--- src/rtl/rpn_pkg.sv ---
`timescale 1ns / 1ps

package rpn_pkg;

  // Stack and datapath sizing
  localparam int STK_DEPTH = 32;
  localparam int DEPTH_W   = $clog2(STK_DEPTH + 1);
  localparam int ADDR_W    = $clog2(STK_DEPTH);
  localparam int VAL_W     = 64;
  localparam int REQ_W     = 3;
  localparam int STS_W     = 3;
  localparam int CNT_W     = $clog2(VAL_W);

  // Token kinds
  typedef enum logic [REQ_W-1:0] {
    REQ_PUSH = 3'd0,
    REQ_ADD  = 3'd1,
    REQ_SUB  = 3'd2,
    REQ_MUL  = 3'd3,
    REQ_DIV  = 3'd4,
    REQ_END  = 3'd5
  } req_t;

  // Status codes of a result beat
  typedef enum logic [STS_W-1:0] {
    STS_ACCEPTED = 3'd0,
    STS_READY    = 3'd1,
    STS_INVALID  = 3'd2,
    STS_DIVZERO  = 3'd3,
    STS_OVERFLOW = 3'd4
  } status_t;

  // Sequencer states
  typedef enum logic [3:0] {
    ST_IDLE,
    ST_RD_TOP,
    ST_RD_RHS,
    ST_RD_LHS,
    ST_ALU,
    ST_MUL,
    ST_NEG_N,
    ST_NEG_D,
    ST_DIV,
    ST_FIX,
    ST_WB,
    ST_RESP
  } state_t;

endpackage

--- src/rtl/rpn_stack_evaluator_core.sv ---
`timescale 1ns / 1ps
// Push and rejected tokens go straight to ST_RESP, end reads the top, operators read
// both operands; add/sub use ST_ALU, multiply and divide loop 64 times on the shared
// 64-bit adder. Throughput: one token at a time; the next token is taken once the
// previous one is handed to the output register, which holds it until the result
// beat is taken. Reset (rst_n low, synchronous) empties the stack and drops any
// pending result; stack contents are not cleared, only read below the current depth.
module rpn_stack_evaluator_core (
  input  logic                                clk,
  input  logic                                rst_n,
  input  logic                                in_valid,
  output logic                                in_stall,
  input  logic [rpn_pkg::REQ_W-1:0]           in_req_type,
  input  logic signed [rpn_pkg::VAL_W-1:0]    in_operand_value,
  output logic                                out_valid,
  input  logic                                out_stall,
  output logic [rpn_pkg::STS_W-1:0]           out_status,
  output logic signed [rpn_pkg::VAL_W-1:0]    out_result_value
);
  import rpn_pkg::*;

  // Control state
  state_t             state_r, state_nxt;
  logic [DEPTH_W-1:0] depth_r, depth_nxt;
  logic               out_valid_r, out_valid_nxt;

  // Working registers
  logic [REQ_W-1:0]   kind_r, kind_nxt;
  logic [VAL_W-1:0]   a_r, a_nxt;
  logic [VAL_W-1:0]   b_r, b_nxt;
  logic [VAL_W-1:0]   q_r, q_nxt;
  logic [VAL_W-1:0]   res_r, res_nxt;
  logic [CNT_W-1:0]   cnt_r, cnt_nxt;
  logic               neg_r, neg_nxt;
  status_t            st_r, st_nxt;
  logic [STS_W-1:0]   out_status_r, out_status_nxt;
  logic [VAL_W-1:0]   out_value_r, out_value_nxt;

  // Stack memory
  logic [VAL_W-1:0]   stack_mem [STK_DEPTH];
  logic [VAL_W-1:0]   rd_data_r;
  logic [ADDR_W-1:0]  rd_addr;
  logic               wr_en;
  logic [ADDR_W-1:0]  wr_addr;
  logic [VAL_W-1:0]   wr_data;

  // Shared adder
  logic [VAL_W-1:0]   add_a;
  logic [VAL_W-1:0]   add_b;
  logic               add_sub;
  logic [VAL_W:0]     add_sum;

  logic               out_free;
  logic [DEPTH_W-1:0] depth_m1;
  logic [DEPTH_W-1:0] depth_m2;

  assign depth_m1 = depth_r - DEPTH_W'(1);
  assign depth_m2 = depth_r - DEPTH_W'(2);
  assign out_free = !out_valid_r || !out_stall;

  assign add_sum = {1'b0, add_a} + {1'b0, add_b ^ {VAL_W{add_sub}}} + (VAL_W + 1)'(add_sub);

  // Stack write port and registered read port
  always_ff @(posedge clk) begin
    if (wr_en) begin
      stack_mem[wr_addr] <= wr_data;
    end
    rd_data_r <= stack_mem[rd_addr];
  end

  // Address the top on the first read cycle, the value below it afterwards
  always_comb begin
    if (state_r == ST_RD_TOP) begin
      rd_addr = depth_m1[ADDR_W-1:0];
    end else begin
      rd_addr = depth_m2[ADDR_W-1:0];
    end
  end

  // Control registers
  always_ff @(posedge clk) begin
    if (!rst_n) begin
      state_r     <= ST_IDLE;
      depth_r     <= '0;
      out_valid_r <= 1'b0;
    end else begin
      state_r     <= state_nxt;
      depth_r     <= depth_nxt;
      out_valid_r <= out_valid_nxt;
    end
  end

  // Datapath registers
  always_ff @(posedge clk) begin
    kind_r       <= kind_nxt;
    a_r          <= a_nxt;
    b_r          <= b_nxt;
    q_r          <= q_nxt;
    res_r        <= res_nxt;
    cnt_r        <= cnt_nxt;
    neg_r        <= neg_nxt;
    st_r         <= st_nxt;
    out_status_r <= out_status_nxt;
    out_value_r  <= out_value_nxt;
  end

  // Sequencer: next state, shared adder operands, stack writes
  always_comb begin
    state_nxt      = state_r;
    depth_nxt      = depth_r;
    out_valid_nxt  = out_valid_r && out_stall;
    kind_nxt       = kind_r;
    a_nxt          = a_r;
    b_nxt          = b_r;
    q_nxt          = q_r;
    res_nxt        = res_r;
    cnt_nxt        = cnt_r;
    neg_nxt        = neg_r;
    st_nxt         = st_r;
    out_status_nxt = out_status_r;
    out_value_nxt  = out_value_r;
    wr_en          = 1'b0;
    wr_addr        = depth_r[ADDR_W-1:0];
    wr_data        = in_operand_value;
    add_a          = a_r;
    add_b          = b_r;
    add_sub        = 1'b0;

    case (state_r)
      ST_IDLE: begin
        if (in_valid) begin
          kind_nxt = in_req_type;
          case (in_req_type)
            REQ_PUSH: begin
              state_nxt = ST_RESP;
              if (depth_r == DEPTH_W'(STK_DEPTH)) begin
                st_nxt    = STS_OVERFLOW;
                depth_nxt = '0;
              end else begin
                wr_en     = 1'b1;
                depth_nxt = depth_r + DEPTH_W'(1);
                st_nxt    = STS_ACCEPTED;
              end
            end
            REQ_END: begin
              if (depth_r == DEPTH_W'(1)) begin
                state_nxt = ST_RD_TOP;
              end else begin
                st_nxt    = STS_INVALID;
                depth_nxt = '0;
                state_nxt = ST_RESP;
              end
            end
            REQ_ADD, REQ_SUB, REQ_MUL, REQ_DIV: begin
              if (depth_r < DEPTH_W'(2)) begin
                st_nxt    = STS_INVALID;
                depth_nxt = '0;
                state_nxt = ST_RESP;
              end else begin
                state_nxt = ST_RD_TOP;
              end
            end
            default: begin
              st_nxt    = STS_INVALID;
              depth_nxt = '0;
              state_nxt = ST_RESP;
            end
          endcase
        end
      end

      ST_RD_TOP: begin
        state_nxt = ST_RD_RHS;
      end

      // Capture the top value; an end token finishes here
      ST_RD_RHS: begin
        b_nxt = rd_data_r;
        if (kind_r == REQ_END) begin
          res_nxt   = rd_data_r;
          st_nxt    = STS_READY;
          depth_nxt = '0;
          state_nxt = ST_RESP;
        end else begin
          state_nxt = ST_RD_LHS;
        end
      end

      // Capture the left operand and set up the operation
      ST_RD_LHS: begin
        case (kind_r)
          REQ_ADD, REQ_SUB: begin
            a_nxt     = rd_data_r;
            state_nxt = ST_ALU;
          end
          REQ_MUL: begin
            a_nxt     = '0;
            b_nxt     = rd_data_r;
            q_nxt     = b_r;
            cnt_nxt   = '0;
            state_nxt = ST_MUL;
          end
          default: begin
            if (b_r == '0) begin
              st_nxt    = STS_DIVZERO;
              depth_nxt = '0;
              state_nxt = ST_RESP;
            end else begin
              q_nxt     = rd_data_r;
              neg_nxt   = rd_data_r[VAL_W-1] ^ b_r[VAL_W-1];
              state_nxt = ST_NEG_N;
            end
          end
        endcase
      end

      ST_ALU: begin
        add_sub   = (kind_r == REQ_SUB);
        res_nxt   = add_sum[VAL_W-1:0];
        state_nxt = ST_WB;
      end

      // Shift-and-add multiply, one multiplier bit a cycle
      ST_MUL: begin
        if (q_r[0]) begin
          a_nxt = add_sum[VAL_W-1:0];
        end
        b_nxt   = {b_r[VAL_W-2:0], 1'b0};
        q_nxt   = {1'b0, q_r[VAL_W-1:1]};
        cnt_nxt = cnt_r + CNT_W'(1);
        if (cnt_r == CNT_W'(VAL_W - 1)) begin
          res_nxt   = q_r[0] ? add_sum[VAL_W-1:0] : a_r;
          state_nxt = ST_WB;
        end
      end

      // Take the dividend magnitude
      ST_NEG_N: begin
        add_a   = '0;
        add_b   = q_r;
        add_sub = 1'b1;
        if (q_r[VAL_W-1]) begin
          q_nxt = add_sum[VAL_W-1:0];
        end
        state_nxt = ST_NEG_D;
      end

      // Take the divisor magnitude
      ST_NEG_D: begin
        add_a   = '0;
        add_b   = b_r;
        add_sub = 1'b1;
        if (b_r[VAL_W-1]) begin
          b_nxt = add_sum[VAL_W-1:0];
        end
        a_nxt     = '0;
        cnt_nxt   = '0;
        state_nxt = ST_DIV;
      end

      // Restoring divide, one quotient bit a cycle
      ST_DIV: begin
        add_a   = {a_r[VAL_W-2:0], q_r[VAL_W-1]};
        add_b   = b_r;
        add_sub = 1'b1;
        if (add_sum[VAL_W]) begin
          a_nxt = add_sum[VAL_W-1:0];
        end else begin
          a_nxt = add_a;
        end
        q_nxt   = {q_r[VAL_W-2:0], add_sum[VAL_W]};
        cnt_nxt = cnt_r + CNT_W'(1);
        if (cnt_r == CNT_W'(VAL_W - 1)) begin
          state_nxt = ST_FIX;
        end
      end

      // Apply the quotient sign
      ST_FIX: begin
        add_a     = '0;
        add_b     = q_r;
        add_sub   = 1'b1;
        res_nxt   = neg_r ? add_sum[VAL_W-1:0] : q_r;
        state_nxt = ST_WB;
      end

      // Replace the two operands with the result
      ST_WB: begin
        wr_en     = 1'b1;
        wr_addr   = depth_m2[ADDR_W-1:0];
        wr_data   = res_r;
        depth_nxt = depth_m1;
        st_nxt    = STS_ACCEPTED;
        state_nxt = ST_RESP;
      end

      // Hand the status to the output register once it frees up
      ST_RESP: begin
        if (out_free) begin
          out_valid_nxt  = 1'b1;
          out_status_nxt = st_r;
          out_value_nxt  = (st_r == STS_READY) ? res_r : '0;
          state_nxt      = ST_IDLE;
        end
      end

      default: begin
        state_nxt = ST_IDLE;
      end
    endcase
  end

  assign in_stall         = (state_r != ST_IDLE);
  assign out_valid        = out_valid_r;
  assign out_status       = out_status_r;
  assign out_result_value = out_value_r;

`ifndef SYNTHESIS
  // A token beat always moves the sequencer out of idle, stalling the input
  a_busy_after_accept: assert property (@(posedge clk) disable iff (!rst_n)
    (in_valid && !in_stall) |=> in_stall)
    else $error("input not stalled after token beat");

  // Depth never exceeds the stack
  a_depth_bound: assert property (@(posedge clk) disable iff (!rst_n)
    depth_r <= DEPTH_W'(STK_DEPTH))
    else $error("stack depth out of range");

  // The divide loop never runs on a zero divisor
  a_div_nonzero: assert property (@(posedge clk) disable iff (!rst_n)
    (state_r == ST_DIV) |-> (b_r != '0))
    else $error("divide loop with zero divisor");

  // Only a ready status carries a value
  a_value_zero: assert property (@(posedge clk) disable iff (!rst_n)
    (out_valid && out_status != STS_READY) |-> (out_result_value == '0))
    else $error("nonzero value on non-ready status");
`endif

endmodule

--- config.mk ---
export PLATFORM = sky130hd
export DESIGN_NAME = rpn_stack_evaluator_core
export DESIGN_NICKNAME = d
export VERILOG_FILES = /design/src/rtl/rpn_pkg.sv /design/src/rtl/rpn_stack_evaluator_core.sv
export SDC_FILE = /design/constraint.sdc
export NUM_CORES = 2
export LEC_CHECK = 0
export BUFFER_PORTS_ARGS = -buffer_cell sky130_fd_sc_hd__buf_2
export CAP_MARGIN = 5
export CORE_MARGIN = 3
export CORE_UTILIZATION = 55
export DETAILED_ROUTE_END_ITERATION = 10
export GPL_ROUTABILITY_DRIVEN = 0
export HOLD_SLACK_MARGIN = 0.1
export PLACE_DENSITY_LB_ADDON = 0.2
export RECOVER_POWER = 25
export SKIP_LAST_GASP = 1
export SLEW_MARGIN = 20
export SYNTH_ARGS = -nofsm -noshare
export SYNTH_HDL_FRONTEND = slang
export SYNTH_SLANG_ARGS = --single-unit
export TNS_END_PERCENT = 50
--- constraint.sdc ---
create_clock -name clk -period 9.3 [get_ports clk]
set_clock_uncertainty 0.2 [all_clocks]
set_input_delay 1.86 -clock clk [delete_from_list [all_inputs] [get_ports clk]]
set_output_delay 1.86 -clock clk [all_outputs]
set_load 0.005 [all_outputs]
==> summary.md <==
| Metric | Value |
|---|---|
| Die Width | `443.9 microns` |
| Synthesized area | `105400 sq um` |
| Max-cap check violation count | `18` |
| Vias per std cell | `6.878` |
| Crit-path cells | `clkinv_1 -> clkbuf_1 -> nor2_1 -> nand2_1 -> clkbuf_1 -> nand2_1 -> nand2_1` |
| Total wire length after detailed routing | `316.9 mm` |
| Async set-reset flop share out of synthesis | `0%` |
| Crit path time final | `8.055 ns` |
| Final design utilization | `61.54%` |
| Maximum achievable frequency | `0.1241 GHz` |
| Final net count | `6855` |
| Largest net degree at the start of global routing | `102` |
| Total GRT Usage | `32.01%` |
| Top_reg_cell synth | `sky130_fd_sc_hd__edfxtp_1` |
| Worst path required time | `9.61 ns` |
| Run status | `finished with violations` |
| Highest net fanout along the worst path | `42` |
| Total number of vias | `64900` |
| Input/output buffers | `139` |
| H-tree Lvls | `4` |
| Areal power density over the cells | `348.3 nW/um^2` |
| Worst hold path class | `register to register` |
| Number of buffers created by CTS | `235` |
| Number of optimization iterations in the first detailed-route pass | `11` |
| Max rail drop VDD | `0.3208 mV` |
| Ports | `140` |
| Die outline area | `197000 sq um` |
| Unrepaired setup endpoints after global routing | `false` |
| Wirelength per Cell | `33.59 microns` |
| Post-synth top area share | `67.89%` |
| Highest-count cells in the layout ignoring fill and taps | `sky130_fd_sc_hd__edfxtp_1, sky130_fd_sc_hd__nand2_1, sky130_fd_sc_hd__mux4_2` |
| Final-report hold violation count | `0` |
| Most common cell after layout, fill and taps aside | `sky130_fd_sc_hd__edfxtp_1` |
| Clock tree root driver cell | `sky130_fd_sc_hd__clkbuf_16` |
| Data arrival time of the worst path | `8.37 ns` |
| Net count after synthesis | `6744` |
| CP dominant cell by count | `sky130_fd_sc_hd__nand2_1` |
| Post-CTS Resized | `0` |
| Global-route wire length before repair | `454.2 mm` |
| DRC violations left | `3` |
| Average cell area after synthesis | `15.97 sq um` |
| Hold Path Origin | `st_r[1]` |
| CTS clock-pin slew for the worst setup and hold paths | `0.07 ns` |
| Leakage component of the power | `39.42 nW` |
| Clock latency on the worst-skew pair | `0.89 ns` |
| Worst-margin pin slew | `4.550 ns` |
| Sequential element share of the synthesized area | `69.32%` |
| Depth of the worst register-to-register path | `7` |
| Max Buffers Root-to-Sink | `3` |
| Post-route ant nets | `0` |
| Fin Setup TNS | `0 ns` |
| Endpoints failing setup | `0` |
| Post-synthesis instance total | `6601` |
| Register bit count reported by yosys | `2459` |
| Total gr overflow | `0` |
| Cells taking the most area after synthesis | `sky130_fd_sc_hd__edfxtp_1, sky130_fd_sc_hd__mux4_2, sky130_fd_sc_hd__nand2_1` |
| Initial core utilization | `55.38%` |
| Critical R2R Capture | `stack_mem[30][50]` |
| Number of cells on the worst hold path | `0` |
| CTS tree | `built` |
| Biggest area consumer among synthesized cells | `sky130_fd_sc_hd__edfxtp_1` |
| Worst r2r src | `state_r[1]` |
| Postcts setup bufs | `0` |
| Number of enable-type register cells in the synthesized netlist | `2384` |
| Crit path capture type | `register` |
| Number of global-route vias before repair | `63530` |
| Area grow syn2layout | `11.12%` |
| R2R setup slack | `1.24 ns` |
| Number of distinct library cells after synthesis | `91` |
| Hold Path Sink | `out_status[1]` |
| Violated checks | `DRC, capacitance limit, slew limit` |
| Vertical extent of the die | `443.9 microns` |
| Total half-perimeter wirelength after legalization and detailed placement | `182.9 mm` |
| Cts-stage hold buffer count | `0` |
| CTS Sinks | `2459` |
| Final number of max-transition violations | `674` |
| Count of yosys warnings during synthesis | `0` |
| Startpoint Class | `register` |
| Cell with the largest stage delay on the worst path | `sky130_fd_sc_hd__clkbuf_1` |
| Type of the worst setup path | `register to register` |
| Layout cells sized above 1 | `17.56%` |
| Detailed router's first-iteration violation count | `10990` |
| Core footprint | `190400 sq um` |
| Crit share post-route | `86.62%` |
| Number of rows in the core area | `160` |
| Relative slew margins | `-203.3%` |
| Maximum cell stage delay along the critical path | `1.92 ns` |
| Number of antenna violations at the first check in global routing | `19` |
==> metrics by stage <==
| stage | std cells | worst slack [ns] | hold WS [ns] | area (sq um) | power [mW] |
|---|---|---|---|---|---|
| detailed placement | 8985 | 2.001 | 0.2650 | 109500 | 30.91 |
| global route | 9430 | 1.067 | 0.2606 | 117200 | 42.48 |
| floorplan | 6601 | 2.140 | 0.2176 | 105400 | 25.59 |
| global placement | 8985 | 2.170 | 0.2533 | 109500 | 30.76 |
| CTS | 9428 | 1.975 | 0.2795 | 117300 | 40.47 |
| finish | 9435 | 1.245 | 0.2629 | 117200 | 40.81 |
==> power breakdown <==
| part | switching (mW) | leakage (nW) | internal, mW |
|---|---|---|---|
| Combinational | 10.7 | 13.5 | 6.07 |
| Sequential | 0.955 | 22.2 | 13.5 |
| Clock | 4.19 | 3.79 | 5.42 |
| Total | 15.8 | 39.4 | 25.0 |
==> kinds of logic (layout without fill, tap and decap cells) <==
group / after synthesis / count (layout) / share of synthesized area, %
XOR/XNOR: 131 / 131 / 1.095
multiplexers: 677 / 677 / 12.54
buffers and inverters: 500 / 817 / 1.869
AO/OA/AOI/OAI: 1173 / 1173 / 7.747
other: 0 / 6 / 0
flip-flops: 2459 / 2459 / 69.32
AND/OR/NAND/NOR: 1589 / 1589 / 6.572
adder cells (fa/ha/maj): 72 / 72 / 0.8615
==> Yosys cell counts, types with 28 or more instances <==
| cell | n |
|---|---|
| sky130_fd_sc_hd__clkbuf_1 | 301 |
| sky130_fd_sc_hd__dfxtp_1 | 75 |
| sky130_fd_sc_hd__a211oi_1 | 62 |
| sky130_fd_sc_hd__o221ai_1 | 40 |
| sky130_fd_sc_hd__inv_1 | 71 |
| sky130_fd_sc_hd__mux4_2 | 512 |
| sky130_fd_sc_hd__edfxtp_1 | 2384 |
| sky130_fd_sc_hd__ha_1 | 71 |
| sky130_fd_sc_hd__and3_1 | 62 |
| sky130_fd_sc_hd__and2_1 | 122 |
| sky130_fd_sc_hd__nand2_1 | 965 |
| sky130_fd_sc_hd__a22oi_1 | 73 |
| sky130_fd_sc_hd__nor2_1 | 180 |
| sky130_fd_sc_hd__nand4_1 | 28 |
| sky130_fd_sc_hd__xnor2_1 | 41 |
| sky130_fd_sc_hd__nand3_1 | 121 |
| sky130_fd_sc_hd__a311o_1 | 47 |
| sky130_fd_sc_hd__a22o_1 | 61 |
| sky130_fd_sc_hd__a222oi_1 | 82 |
| sky130_fd_sc_hd__a221o_1 | 29 |
| sky130_fd_sc_hd__xor2_1 | 89 |
| sky130_fd_sc_hd__a21oi_1 | 284 |
| sky130_fd_sc_hd__o21ai_0 | 232 |
| sky130_fd_sc_hd__buf_2 | 66 |
| sky130_fd_sc_hd__a21o_1 | 30 |
| sky130_fd_sc_hd__mux2i_1 | 138 |
| sky130_fd_sc_hd__nor3_1 | 35 |
| sky130_fd_sc_hd__buf_1 | 59 |
==> worst max-delay path: cells and delay by family, from the launching register on <==
family                 cells  cell delay (ns)
and+or+nand+nor            4             2.99
buffers and inverters      3             3.88
DFF                        1             0.47
==> flip-flops by register name, summed over array words and instances (netlist names) <==
| name | count |
|---|---|
| neg_r | 1 |
| stack_mem | 2048 |
| q_r | 64 |
| depth_r | 6 |
| rd_data_r | 64 |
| state_r | 4 |
| out_status | 3 |
| out_result_value | 64 |
| a_r | 64 |
| kind_r | 3 |
| out_valid | 1 |
| b_r | 64 |
| st_r | 3 |
| res_r | 64 |
| cnt_r | 6 |
==> layout make-up <==
| type | instances | area, sq um |
|---|---|---|
| antenna | 6 | 15.01 |
| clock buffer | 296 | 6314 |
| clock inverter | 147 | 1430 |
| fill | 13800 | 73210 |
| inverter | 72 | 270.3 |
| multi-input combinational | 3642 | 30830 |
| sequential | 2459 | 73090 |
| tap | 2511 | 3142 |
| timing repair buffer | 302 | 2082 |
==> worst max path at each step <==
stage / from / end
2_1_floorplan: state_r[2] / q_r[0]
3_5_place_dp: state_r[2] / a_r[16]
3_3_place_gp: state_r[2] / a_r[16]
4_1_cts: state_r[2] / a_r[16]
5_1_grt: state_r[1] / stack_mem[18][50]
6_report: state_r[1] / stack_mem[30][50]
==> per-layer routing <==
layer | global-route usage, % | wire, microns
met2 | 48.72 | 145300
met1 | 45.17 | 118400
met5 | 0 | 7
met4 | 14.40 | 15750
met3 | 6.597 | 37420
No activity file was read; power rests on OpenSTA's default activity.
